File: src/tfa_ram.sv
// ----------------------------------------------------------------------------
// tfa_ram
// Simple dual-port synchronous RAM, one write and one registered read port.
// ----------------------------------------------------------------------------
module tfa_ram #(
    parameter int ADDR_W = 6,
    parameter int DATA_W = 8
) (
    input  logic              i_clk,
    input  logic              i_we,
    input  logic [ADDR_W-1:0] i_waddr,
    input  logic [DATA_W-1:0] i_wdata,
    input  logic              i_re,
    input  logic [ADDR_W-1:0] i_raddr,
    output logic [DATA_W-1:0] o_rdata
);

    logic [DATA_W-1:0] r_mem [2**ADDR_W];
    logic [DATA_W-1:0] r_rdata;

    // Write port
    always_ff @(posedge i_clk) begin
        if (i_we) begin
            r_mem[i_waddr] <= i_wdata;
        end
    end

    // Read port, registered
    always_ff @(posedge i_clk) begin
        if (i_re) begin
            r_rdata <= r_mem[i_raddr];
        end
    end

    assign o_rdata = r_rdata;

endmodule

File: config.mk
export PLATFORM = sky130hd
export DESIGN_NAME = tfa_ram
export DESIGN_NICKNAME = d
export VERILOG_FILES = /design/src/tfa_ram.sv
export SDC_FILE = /design/constraint.sdc
export NUM_CORES = 1
export LEC_CHECK = 0
export BUFFER_PORTS_ARGS = -buffer_cell sky130_fd_sc_hd__buf_2
export CAP_MARGIN = 20
export CELL_PAD_IN_SITES_DETAIL_PLACEMENT = 0
export CELL_PAD_IN_SITES_GLOBAL_PLACEMENT = 1
export CORE_MARGIN = 5
export CORE_UTILIZATION = 40
export CTS_BUF_LIST = sky130_fd_sc_hd__clkbuf_8
export DETAILED_ROUTE_END_ITERATION = 7
export GPL_ROUTABILITY_DRIVEN = 0
export GPL_TIMING_DRIVEN = 0
export PLACE_DENSITY_LB_ADDON = 0.1
export SETUP_SLACK_MARGIN = 0.1
export SKIP_LAST_GASP = 1
export SYNTH_ARGS = -nofsm -noshare
export SYNTH_HDL_FRONTEND = slang
export SYNTH_SLANG_ARGS = --single-unit
File: constraint.sdc
create_clock -name i_clk -period 2.3 [get_ports i_clk]
set_input_delay 0.115 -clock i_clk [delete_from_list [all_inputs] [get_ports i_clk]]
set_output_delay 0.115 -clock i_clk [all_outputs]
set_load 0.01 [all_outputs]
==> summary.txt <==
Setup path
  • Kind of critical path: reg2reg
  • Crit start category: flop
  • WP data required: 2.67 ns
  • R2R setup slack: 0.13 ns
  • Slowest cell delay on critical path: 0.48 ns
  • Critical Path, Cell by Cell: mux4_2 > mux2_2 > o221a_2 > nor3_2 > o32ai_2
  • CP Data Arrival Time: 2.54 ns
  • Crit path max-delay family: multiplexers
  • Worst reg-to-reg path cell count: 5
  • RR Startpoint: r_mem[16][4]
  • Max FO, Critical Path: 1
  • Worst Path Buf+Inv: 0
  • Max stage delay cell, worst path: mux4_2
  • Worst reg2reg endpoint: o_rdata[4]
  • CP endpoint kind: flop

Power and ir drop
  • Power Density: 820 mW/mm²
  • Peak VDD IR: 0.000393 V
  • Total design power: 18900 µW
  • Lkg Pwr: 0.00725 µW

Yosys
  • Number of synthesized flops with an enable pin: 520
  • Sequential-to-total area share from yosys stat: 77.1%
  • Synth Flop Type: edfxtp_1
  • Cell count after synthesis: 940
  • Number of distinct library cells after synthesis: 39
  • Mapped Avg Cell Area: 21.5 µm²
  • Mapped Area: 0.0202 mm²
  • Warnings from Yosys: 0
  • Syn nets: 963
  • FFs w/ async S/R, synth: 0%
  • Seq cells post-synth: 520

Min path
  • Hold Path Sink: r_mem[0][4]
  • Min-delay src: i_wdata[4]
  • Hold Path Depth: 1
  • Worst hold path type: in2reg

STA
  • Post-Route Skew: 0.0368 ns
  • Fin crit share: 94.3%
  • RSZ-0062 raised after global routing: true
  • Post-route minimum period: 2.17 ns
  • Final setup vio count: 0
  • Max Clk Rate: 461 MHz
  • Total Neg Setup Slack: 0 ns
  • Final worst setup slack: 0.131 ns
  • Worst-Margin Slew: 1.00 ns
  • Slew Limit Fails: 0
  • Fin. Hold Viols: 0
  • Slew headroom: 33.0%

Drt
  • Post-Route WL: 53.9 mm
  • Antenna-violating nets left: 0
  • Via total after detailed routing: 9982
  • First DRT Iteration DRCs: 1083
  • Vias per cell: 5.52
  • Drt wl/cell: 29.8 µm
  • Number of remaining DRC errors: 0
  • Pre-antenna DRT Iters: 5

Clock network
  • Postcts setup bufs: 0
  • CTS tree: done
  • H-tree depth: 3
  • Worst-path clk slew: 0.06 ns
  • CTS Root Cell: clkbuf_8
  • Max clock buf depth: 3
  • Clock buffer count from CTS: 86
  • Clk sink count: 520
  • Clock latency on the worst-skew pair: 0.66 ns

Global routing
  • First-pass GRT wire length: 76.8 mm
  • M2 GR Usage: 29.7%
  • Largest net degree at the start of global routing: 65
  • Total global routing overflow: 0
  • Met1 usage: 28.7%
  • GRT Overall Usage: 19.5%
  • Vias in the first global route: 10369
  • Most Crowded Layer GR: met2
  • Initial antenna violation count: 2
  • GR Util met3: 4.13%

Finish
  • Nets: 1091
  • Fillers: 4357
  • Layout area overhead: 13.7%
  • Share of cells above drive strength 1: 27.5%
  • Non-filler instance count after layout: 1809
  • Commonest non-fill, non-tap cells in the layout: edfxtp_1 (520), mux4_2 (126), clkbuf_8 (90), nor2_1 (81), inv_1 (33)
  • Commonest non-fill, non-tap cell in the layout: edfxtp_1

Die
  • Initial Utilization: 40.4%
  • Full die area: 0.0552 mm²
  • Top-level I/O count: 31
  • Chip Height: 235 µm
  • Cell row count: 82
  • Die W: 235 µm
  • Core footprint: 0.0501 mm²

Run
  • Max_cap viols: 0

Placement
  • PortBufs: 22
  • Pre-CTS setup slack: -1.07 ns
  • Placed Instances: 1641
  • Dpl hpwl: 34.9 mm

Status
  • Status: complete, no violations
## flip-flops by register name, summed over array words and instances, names as in the netlist
name / flops
r_mem: 512
o_rdata: 8
## logic make-up (layout without fill, tap and decap cells)
kind of cell           after synthesis  in the layout  share of synthesized area, %
flip-flops                         520            520                          77.1
other                                0              1                             0
buffers and inverters               51            247                          1.56
AO/OA/AOI/OAI                       54             54                          2.06
multiplexers                       162            162                          15.9
AND/OR/NAND/NOR                    153            153                          3.37
## stage by stage
step / hold WS, ns / utilization [%] / area, µm²
detailed placement: 0.511 / 42.6 / 21300
global route: 0.0449 / 46.0 / 23000
finish: 0.0717 / 46.0 / 23000
global placement: 0.507 / 42.3 / 21200
floorplan: 0.214 / - / 20200
CTS: 0.0286 / 45.7 / 22900
## power by group
part           total (µW)  switching [µW]  internal [µW]  leakage (µW)
Clock                7220            3620           3600      0.000884
Sequential          10500            19.9          10500       0.00469
Combinational        1120             716            409       0.00168
Total               18900            4350          14500       0.00725
## area by class of cell
type | instances | area, µm² | area share, %
flip-flops and latches | 520 | 15600 | 67.8
multi-input cells | 369 | 4350 | 18.9
clock buffers | 90 | 1240 | 5.38
well taps | 672 | 841 | 3.65
repair buffers | 40 | 374 | 1.62
plain buffers | 51 | 335 | 1.46
clock inverters | 66 | 265 | 1.15
diodes | 1 | 2.50 | 0.0109
## how the worst max path moves through the flow
| stage | startpoint | to | slack [ns] | depth (start not counted) |
|---|---|---|---|---|
| 3_3_place_gp | i_raddr[1] | o_rdata[4] | -1.01 | 8 |
| 6_report | r_mem[16][4] | o_rdata[4] | 0.13 | 5 |
| 2_1_floorplan | i_raddr[1] | o_rdata[3] | 0.38 | 7 |
| 5_1_grt | i_raddr[1] | o_rdata[4] | 0.09 | 8 |
| 3_5_place_dp | i_raddr[1] | o_rdata[4] | -1.07 | 8 |
| 4_1_cts | r_mem[16][4] | o_rdata[4] | 0.09 | 5 |
## timing repair
item,4_1_cts,5_1_grt
setup endpoints to repair,5,8
hold buffers,6,1
resized for setup,7,11
endpoints found under the hold margin,103,12
## synthesized netlist by cell type (all sizes together) (8+ instances only)
cell / instances / share of area, %
buf: 34 / 1.2
clkbuf: 17 / 0.32
edfxtp: 520 / 77
mux2: 13 / 0.72
mux2i: 23 / 1.1
mux4: 126 / 14
nand2: 19 / 0.35
nand3: 13 / 0.32
nor2: 83 / 1.5
nor2b: 14 / 0.43
o221ai: 8 / 0.35
o22ai: 8 / 0.25
## per-layer routing
metal | up-vias | share of wire, %
met5 | - | 0.024
met4 | 2 | 2.0
met3 | 71 | 6.5
met2 | 352 | 47
met1 | 5337 | 45
li1 | 4220 | -
No activity file was read; power rests on OpenSTA's default activity.
