[src/tfa_pkg.sv]
// ----------------------------------------------------------------------------
// tfa_pkg
// Shared types and constants for the TCP flow table with aging.
// ----------------------------------------------------------------------------
package tfa_pkg;

    // Table geometry
    localparam int TABLE_DEPTH = 64;
    localparam int IDX_W       = (TABLE_DEPTH > 1) ? $clog2(TABLE_DEPTH) : 1;

    // Field widths
    localparam int ADDR_W     = 32;
    localparam int PORT_W     = 16;
    localparam int BYTES_W    = 32;
    localparam int HEAD_W     = 56;
    localparam int HEAD_LEN_W = 3;
    localparam int TIME_W     = 32;
    localparam int EXPIRE_W   = 16;
    localparam int STATUS_W   = 2;
    localparam int EXP_CNT_W  = 7;

    // Stream word widths
    localparam int S_DATA_W = 256;
    localparam int M_DATA_W = 80;

    // Expiry register reset value
    localparam logic [EXPIRE_W-1:0] EXPIRE_RESET = 16'd60;

    // Saturation point of the aging counter
    localparam logic [EXP_CNT_W-1:0] EXP_CNT_MAX = '1;

    // Result status codes
    localparam logic [STATUS_W-1:0] STAT_IGNORED = 2'd0;
    localparam logic [STATUS_W-1:0] STAT_ADDED   = 2'd1;
    localparam logic [STATUS_W-1:0] STAT_UPDATED = 2'd2;
    localparam logic [STATUS_W-1:0] STAT_FULL    = 2'd3;

    // Payload prefixes, first byte in the top bits
    localparam logic [55:0] HEAD_HTTP = 56'h485454502F312E;  // "HTTP/1."
    localparam logic [23:0] HEAD_GET  = 24'h474554;          // "GET"
    localparam logic [31:0] HEAD_POST = 32'h504F5354;        // "POST"

    // One stored flow entry
    typedef struct packed {
        logic [2*ADDR_W-1:0] addrs;     // client addr high, server addr low
        logic [2*PORT_W-1:0] ports;     // client port high, server port low
        logic                binary;
        logic [TIME_W-1:0]   created;
        logic [BYTES_W-1:0]  sent;
        logic [BYTES_W-1:0]  received;
    } t_entry;

    localparam int ENTRY_W = $bits(t_entry);

endpackage

[src/tfa_classify.sv]
// ----------------------------------------------------------------------------
// tfa_classify
// HTTP prefix classifier on the first payload bytes.
// ----------------------------------------------------------------------------
module tfa_classify (
    input  logic [tfa_pkg::HEAD_W-1:0]     i_head,
    input  logic [tfa_pkg::HEAD_LEN_W-1:0] i_head_len,
    output logic                           o_is_http
);
    import tfa_pkg::*;

    logic m_http;
    logic m_get;
    logic m_post;

    // Match each prefix only when enough bytes are present
    assign m_http = (i_head_len >= HEAD_LEN_W'(7)) && (i_head == HEAD_HTTP);
    assign m_get  = (i_head_len >= HEAD_LEN_W'(3)) && (i_head[55:32] == HEAD_GET);
    assign m_post = (i_head_len >= HEAD_LEN_W'(4)) && (i_head[55:24] == HEAD_POST);

    assign o_is_http = m_http | m_get | m_post;

endmodule

[config.mk]
export PLATFORM = sky130hd
export DESIGN_NAME = tfa_classify
export DESIGN_NICKNAME = d
export VERILOG_FILES = /design/src/tfa_pkg.sv /design/src/tfa_classify.sv
export SDC_FILE = /design/constraint.sdc
export NUM_CORES = 1
export LEC_CHECK = 0
export BUFFER_PORTS_ARGS = -buffer_cell sky130_fd_sc_hd__buf_4
export CAP_MARGIN = 20
export CORE_AREA = 2 2 39 41
export DETAILED_ROUTE_END_ITERATION = 7
export DIE_AREA = 0 0 41 43
export PLACE_DENSITY = 0.74
export REMOVE_ABC_BUFFERS = 1
export SETUP_SLACK_MARGIN = 0.2
export SYNTH_ARGS = -nofsm -noshare
export SYNTH_HDL_FRONTEND = slang
export SYNTH_SLANG_ARGS = --single-unit
[constraint.sdc]
create_clock -name vclk -period 2.6
set_input_delay 0.13 -clock vclk [all_inputs]
set_output_delay 0.13 -clock vclk [all_outputs]
set_load 0.1 [all_outputs]
==> key figures, run 1 <==
Final layout
  – Area of the multi-input gates: 264 um2
  – Register area: 0 um2
  – Antenna diodes: 0
  – Fraction of layout cells with a size suffix above 1: 70.3%
  – FF+latch count: 0
  – Non-filler cells, final: 107
  – Clkbuf count: 0
  – Synth-to-Final Area Change: 178%
  – # fillers: 134
  – Fin nets: 152

Timing
  – # setup viols final: 0
  – Max Slew Vio Count: 0
  – Hold_ws: 0.771 ns
  – Max-slew headroom at the worst pin: 81.7%
  – Max Clk Rate: 562 MHz
  – Worst slew pin tran: 0.271 ns
  – RSZ-0062 raised after global routing: no
  – Final hold violations: 0
  – Tcrit/Tclk final: 68.4%
  – Final min period: 1.78 ns
  – Setup_tns: 0 ns

Yosys
  – Synth Area in Compound Gates: 4.74%
  – Synth Area in Adders: 0%
  – XOR/XNOR share of the synthesized area: 0%
  – Largest area contributor in the netlist: nand4_1
  – Cell area after synthesis: 264 um2
  – Synth warn: 0
  – Synth Area in Simple Gates: 95.3%
  – Post-synthesis mux area share: 0%
  – Post-synthesis sequential area ratio: 0%
  – Post-synthesis average cell area: 8.52 um2
  – Number of unique standard cell types used by synthesis: 17
  – Synth top area cells: nand4_1, and4b_1, nor4bb_1, nor4b_1, nor4b_4
  – Most common cell in the netlist: nand4_1
  – Post-synth top area share: 11.8%
  – Post-synthesis cell count: 31
  – Most frequent cells after synthesis: nand4_1, and4b_1, nor4b_1, nor4bb_1
  – Largest family of logic cells by synthesized area: simple AND/OR/NAND/NOR gates

Floorplan
  – DIE WIDTH: 41 um
  – Core area: 1380 um2
  – Top-level I/O count: 60
  – DIE AREA: 1760 um2
  – Starting density of the core: 19.1%
  – Num rows: 14
  – Die height: 43 um

Status
  – Outcome: finished, final reports clean

Min path
  – Worst Hold Depth: 5
  – Hold WC Path Type: in -> out

Detailed routing
  – DR WL/cell: 10.9 um
  – Drt total wl: 1.16 mm
  – Routed vias/inst: 4.88
  – DRT Pass-1 Iters: 2
  – Routed vias: 522
  – Drt drc: 0
  – Initial DRC count: 1
  – DRT antenna net count: 0

GRT
  – Initial antenna violation count: 0
  – GRT Overall Usage: 14.1%
  – Number of global-route vias before repair: 502
  – GRT overflow: 0
  – Largest net degree at the start of global routing: 3
  – First-pass GRT wire length: 1.87 mm

Clock network
  – Cts repair resizes: 0
  – Cts hold-fix bufs: 0
  – Post-CTS Repair Setup Buffers: 0

Critical path
  – Worst Path Max Fanout: 1
  – WP data required: 2.47 ns
  – Worst setup EP type: output pin
  – CP Class: in -> out
  – Data arrival, critical path: 1.65 ns
  – Critical Path Start Type: input port

Place
  – Dpl hpwl: 1.11 mm
  – Placed cell count: 107
  – Routability congestion estimate: 0.612
  – I/O Buffers: 60

Power
  – VDD IR max: 47.1 uV
  – Lkg Pwr: 0.000358 uW
  – Power Dens Cells: 112 nW/um2

Run
  – Max Cap Viol: 0
path summary, 6_finish.rpt:
kind	slack, ns	from	endpoint
hold / removal	0.77	i_head[31]	o_is_http
setup / recovery	0.82	i_head[4]	o_is_http
final cells by class:
type                       count  area share (%)
multi-input combinational     31            35.9
timing repair buffer          60            61.3
tap                           16            2.73
cell families (layout without fill, tap and decap cells):
group	count (synthesis)	in the layout
and+or+nand+nor	30	30
AOI/OAI and AO/OA	1	1
buffers and inverters	0	60
layer usage:
layer	wire, um	track usage [%]	vias up
met1	389	16.1	233
met5	0	0	-
li1	-	-	262
met2	662	27.8	27
met3	108	0.524	0
met4	0	0	0
metrics by stage:
step / utilization [%] / total power (uW) / instance area [um2] / setup slack (ns)
after global placement: 53.1 / 81.1 / 734 / 0.811
after floorplan: - / 11.9 / 264 / 0.562
after detailed placement: 53.1 / 83.0 / 734 / 0.821
after CTS: 53.1 / 83.1 / 734 / 0.818
final: 53.1 / 82.4 / 734 / 0.821
after global routing: 53.1 / 89.1 / 734 / 0.657
power by group:
group	internal, uW	switching, uW	leakage (uW)
logic	64.4	18.0	0.000358
registers	0	0	0
clock network	0	0	0
total	64.4	18.0	0.000358
critical path: stages:
cell	delay [ns]
buf_4	0.11
nor4bb_1	0.27
nand4_1	0.12
or4_4	0.54
o211ai_2	0.17
buf_4	0.31
placed cells by master, fill, tap and decap left out, types with 2 or more instances in the layout:
master,instances
and4b_1,3
buf_4,60
nand3_1,2
nand4_1,5
nor2_1,2
nor3b_1,2
nor4b_1,3
nor4bb_1,3
or4_1,2
Power figures use the tool's default switching activity.
==> run 2: changes to the inputs <==
--- a/config.mk
+++ b/config.mk
@@ -10,7 +10,7 @@
 export CORE_AREA = 2 2 39 41
 export DETAILED_ROUTE_END_ITERATION = 7
 export DIE_AREA = 0 0 41 43
-export PLACE_DENSITY = 0.74
+export PLACE_DENSITY = 0.77
 export REMOVE_ABC_BUFFERS = 1
 export SETUP_SLACK_MARGIN = 0.2
 export SYNTH_ARGS = -nofsm -noshare
==> constraint.sdc (replaced) <==
create_clock -name vclk -period 1.4
set_input_delay 0.07 -clock vclk [all_inputs]
set_output_delay 0.07 -clock vclk [all_outputs]
set_load 0.1 [all_outputs]
==> key figures, run 2 (synthesized netlist as in run 1, its figures left out) <==
Power
  – Sw Ratio: 22.3% (+0.45 points)
  – Register share of total power: 0% (unchanged)
  – Clock share of power: 0% (unchanged)
  – Power Dens Cells: 207 nW/um2 (+84%)
  – Lkg Pwr: 0.000391 uW (+9.2%)
  – Combinational Power Share: 100.0% (about the same)
  – Switching power: 37.2 uW (+110%)
  – P_int: 129 uW (+100%)
  – Total power: 167 uW (+100%)
  – VDD IR max: 89.2 uV (+89%)

Timing
  – Setup WS post-layout: -0.160 ns (-0.981 ns)
  – Setup_tns: -0.160 ns (-0.160 ns)
  – Tcrit/Tclk final: 111%
  – Max Clk Rate: 641 MHz
  – Final min period: 1.56 ns
  – Final hold violations: 0 (unchanged)
  – Max-slew headroom at the worst pin: 83.1% (+1.4 points)
  – Worst slew pin tran: 0.250 ns (-0.0202 ns)
  – Max Slew Vio Count: 0 (unchanged)
  – RSZ-0062 raised after global routing: yes
  – # setup viols final: 1 (+1)

Detailed routing
  – Routed vias: 535 (+2.5%)
  – Drt total wl: 1.16 mm (about the same)
  – DRT Pass-1 Iters: 1 (-1)
  – Drt drc: 0 (unchanged)
  – DRT antenna net count: 0 (unchanged)
  – DR WL/cell: 10.5 um (-2.8%)
  – Routed vias/inst: 4.86 (-0.30%)
  – Initial DRC count: 0 (-1)

Critical path
  – Worst path slowest cell: or4_4
  – Worst setup EP type: output pin
  – Worst Path Max Fanout: 2 (+1)
  – CP Class: in -> out
  – WP data required: 1.33 ns (-1.14 ns)
  – Data arrival, critical path: 1.49 ns (-0.16 ns)
  – Cell Chain, Critical Path: buf_4, nor4b_4, nand3_1, or4_4, o211ai_2, buf_12
  – Critical Path Start Type: input port
  – Max incr delay on CP: 0.54 ns (about the same)

Floorplan
  – Core area: 1380 um2 (unchanged)
  – DIE AREA: 1760 um2 (unchanged)
  – Starting density of the core: 19.1% (unchanged)
  – DIE WIDTH: 41 um (unchanged)
  – Num rows: 14 (unchanged)
  – Die height: 43 um (unchanged)
  – Top-level I/O count: 60 (unchanged)

Clock network
  – Post-CTS Repair Setup Buffers: 0 (unchanged)
  – Cts hold-fix bufs: 0 (unchanged)

Final layout
  – Commonest non-fill, non-tap cell in the layout: buf_4
  – Fin nets: 155 (+2.0%)
  – Area of the multi-input gates: 290 um2 (+10%)
  – Antenna diodes: 0 (unchanged)
  – Clkbuf count: 0 (unchanged)
  – Non-filler cells, final: 110 (+2.8%)
  – Synth-to-Final Area Change: 206%
  – Register area: 0 um2 (unchanged)
  – Commonest non-fill, non-tap cells in the layout: buf_4, nand4_1, and4b_1, buf_6
  – Fraction of layout cells with a size suffix above 1: 74.5% (+4.1 points)
  – FF+latch count: 0 (unchanged)
  – # fillers: 119 (-11%)

GRT
  – Number of global-route vias before repair: 542 (+8.0%)
  – First-pass GRT wire length: 1.84 mm (-1.4%)
  – GRT Overall Usage: 13.6% (-0.50 points)
  – GRT overflow: 0 (unchanged)
  – Largest net degree at the start of global routing: 3 (unchanged)
  – Initial antenna violation count: 0 (unchanged)

Place
  – I/O Buffers: 60 (unchanged)
  – Placed cell count: 110 (+2.8%)
  – Dpl hpwl: 1.12 mm (+0.71%)
  – Routability congestion estimate: 0.657 (+7.3%)

Status
  – Failing checks: setup timing
  – Outcome: finished with violations

Min path
  – Hold WC Path Type: in -> out

Run
  – Max Cap Viol: 0 (unchanged)
-- run 2: changes by cell type in the layout (fill, tap and decap cells not counted) --
cell      change
nor3b_2       +1
buf_12        +1
buf_6         +3
buf_4         -1
nor4bb_4      +1
nor4bb_1      -1
nor4b_2       +1
nor4b_1       -1
nor3b_1       -1
-- run 2: path summary, 6_finish.rpt --
kind / cells past startpoint / slack (ns) / startpoint / endpoint
setup / recovery: 6 / -0.16 / i_head[45] / o_is_http
hold / removal: 5 / 0.68 / i_head[42] / o_is_http
-- run 2: layout make-up --
cell class / count / area share [%]
repair buffers: 63 / 61.6
multi-input cells: 31 / 36.0
well taps: 16 / 2.48
-- run 2: critical path: cells and delay by family --
family | cells | cell delay, ns
and+or+nand+nor | 3 | 0.90
buffers and inverters | 2 | 0.32
AOI/OAI and AO/OA | 1 | 0.20
-- run 2: repair_timing --
| item | CTS | global route |
|---|---|---|
| resized for setup | 8 | 2 |
| pin swaps | 6 | 0 |
| endpoints found under the setup margin | 1 | 1 |
| endpoints found under the hold margin | 0 | 0 |
-- run 2: power by group through the flow --
stage | combinational (uW) | clock (uW) | sequential, uW
4_1_cts | 166 | 0 | 0
5_1_grt | 179 | 0 | 0
3_3_place_gp | 155 | 0 | 0
6_report | 167 | 0 | 0
3_5_place_dp | 158 | 0 | 0
2_1_floorplan | 22.2 | 0 | 0
-- run 2: through the flow --
stage | area, um2 | utilization, % | hold slack, ns | setup WS (ns)
3_5_place_dp | 757 | 54.7 | 0.716 | -0.360
2_1_floorplan | 264 | - | 0.708 | -0.518
4_1_cts | 796 | 57.5 | 0.690 | -0.184
3_3_place_gp | 757 | 54.7 | 0.713 | -0.295
6_report | 807 | 58.3 | 0.685 | -0.160
5_1_grt | 807 | 58.3 | 0.723 | -0.215
-- run 2: metal layers --
metal	routed length (um)	part of all wire (%)	vias up	GRT usage, %
li1	-	-	269	-
met1	359	31	233	13.6
met2	651	56	33	27.8
met3	149	13	0	2.09
met4	0	0	0	0
met5	0	0	-	0
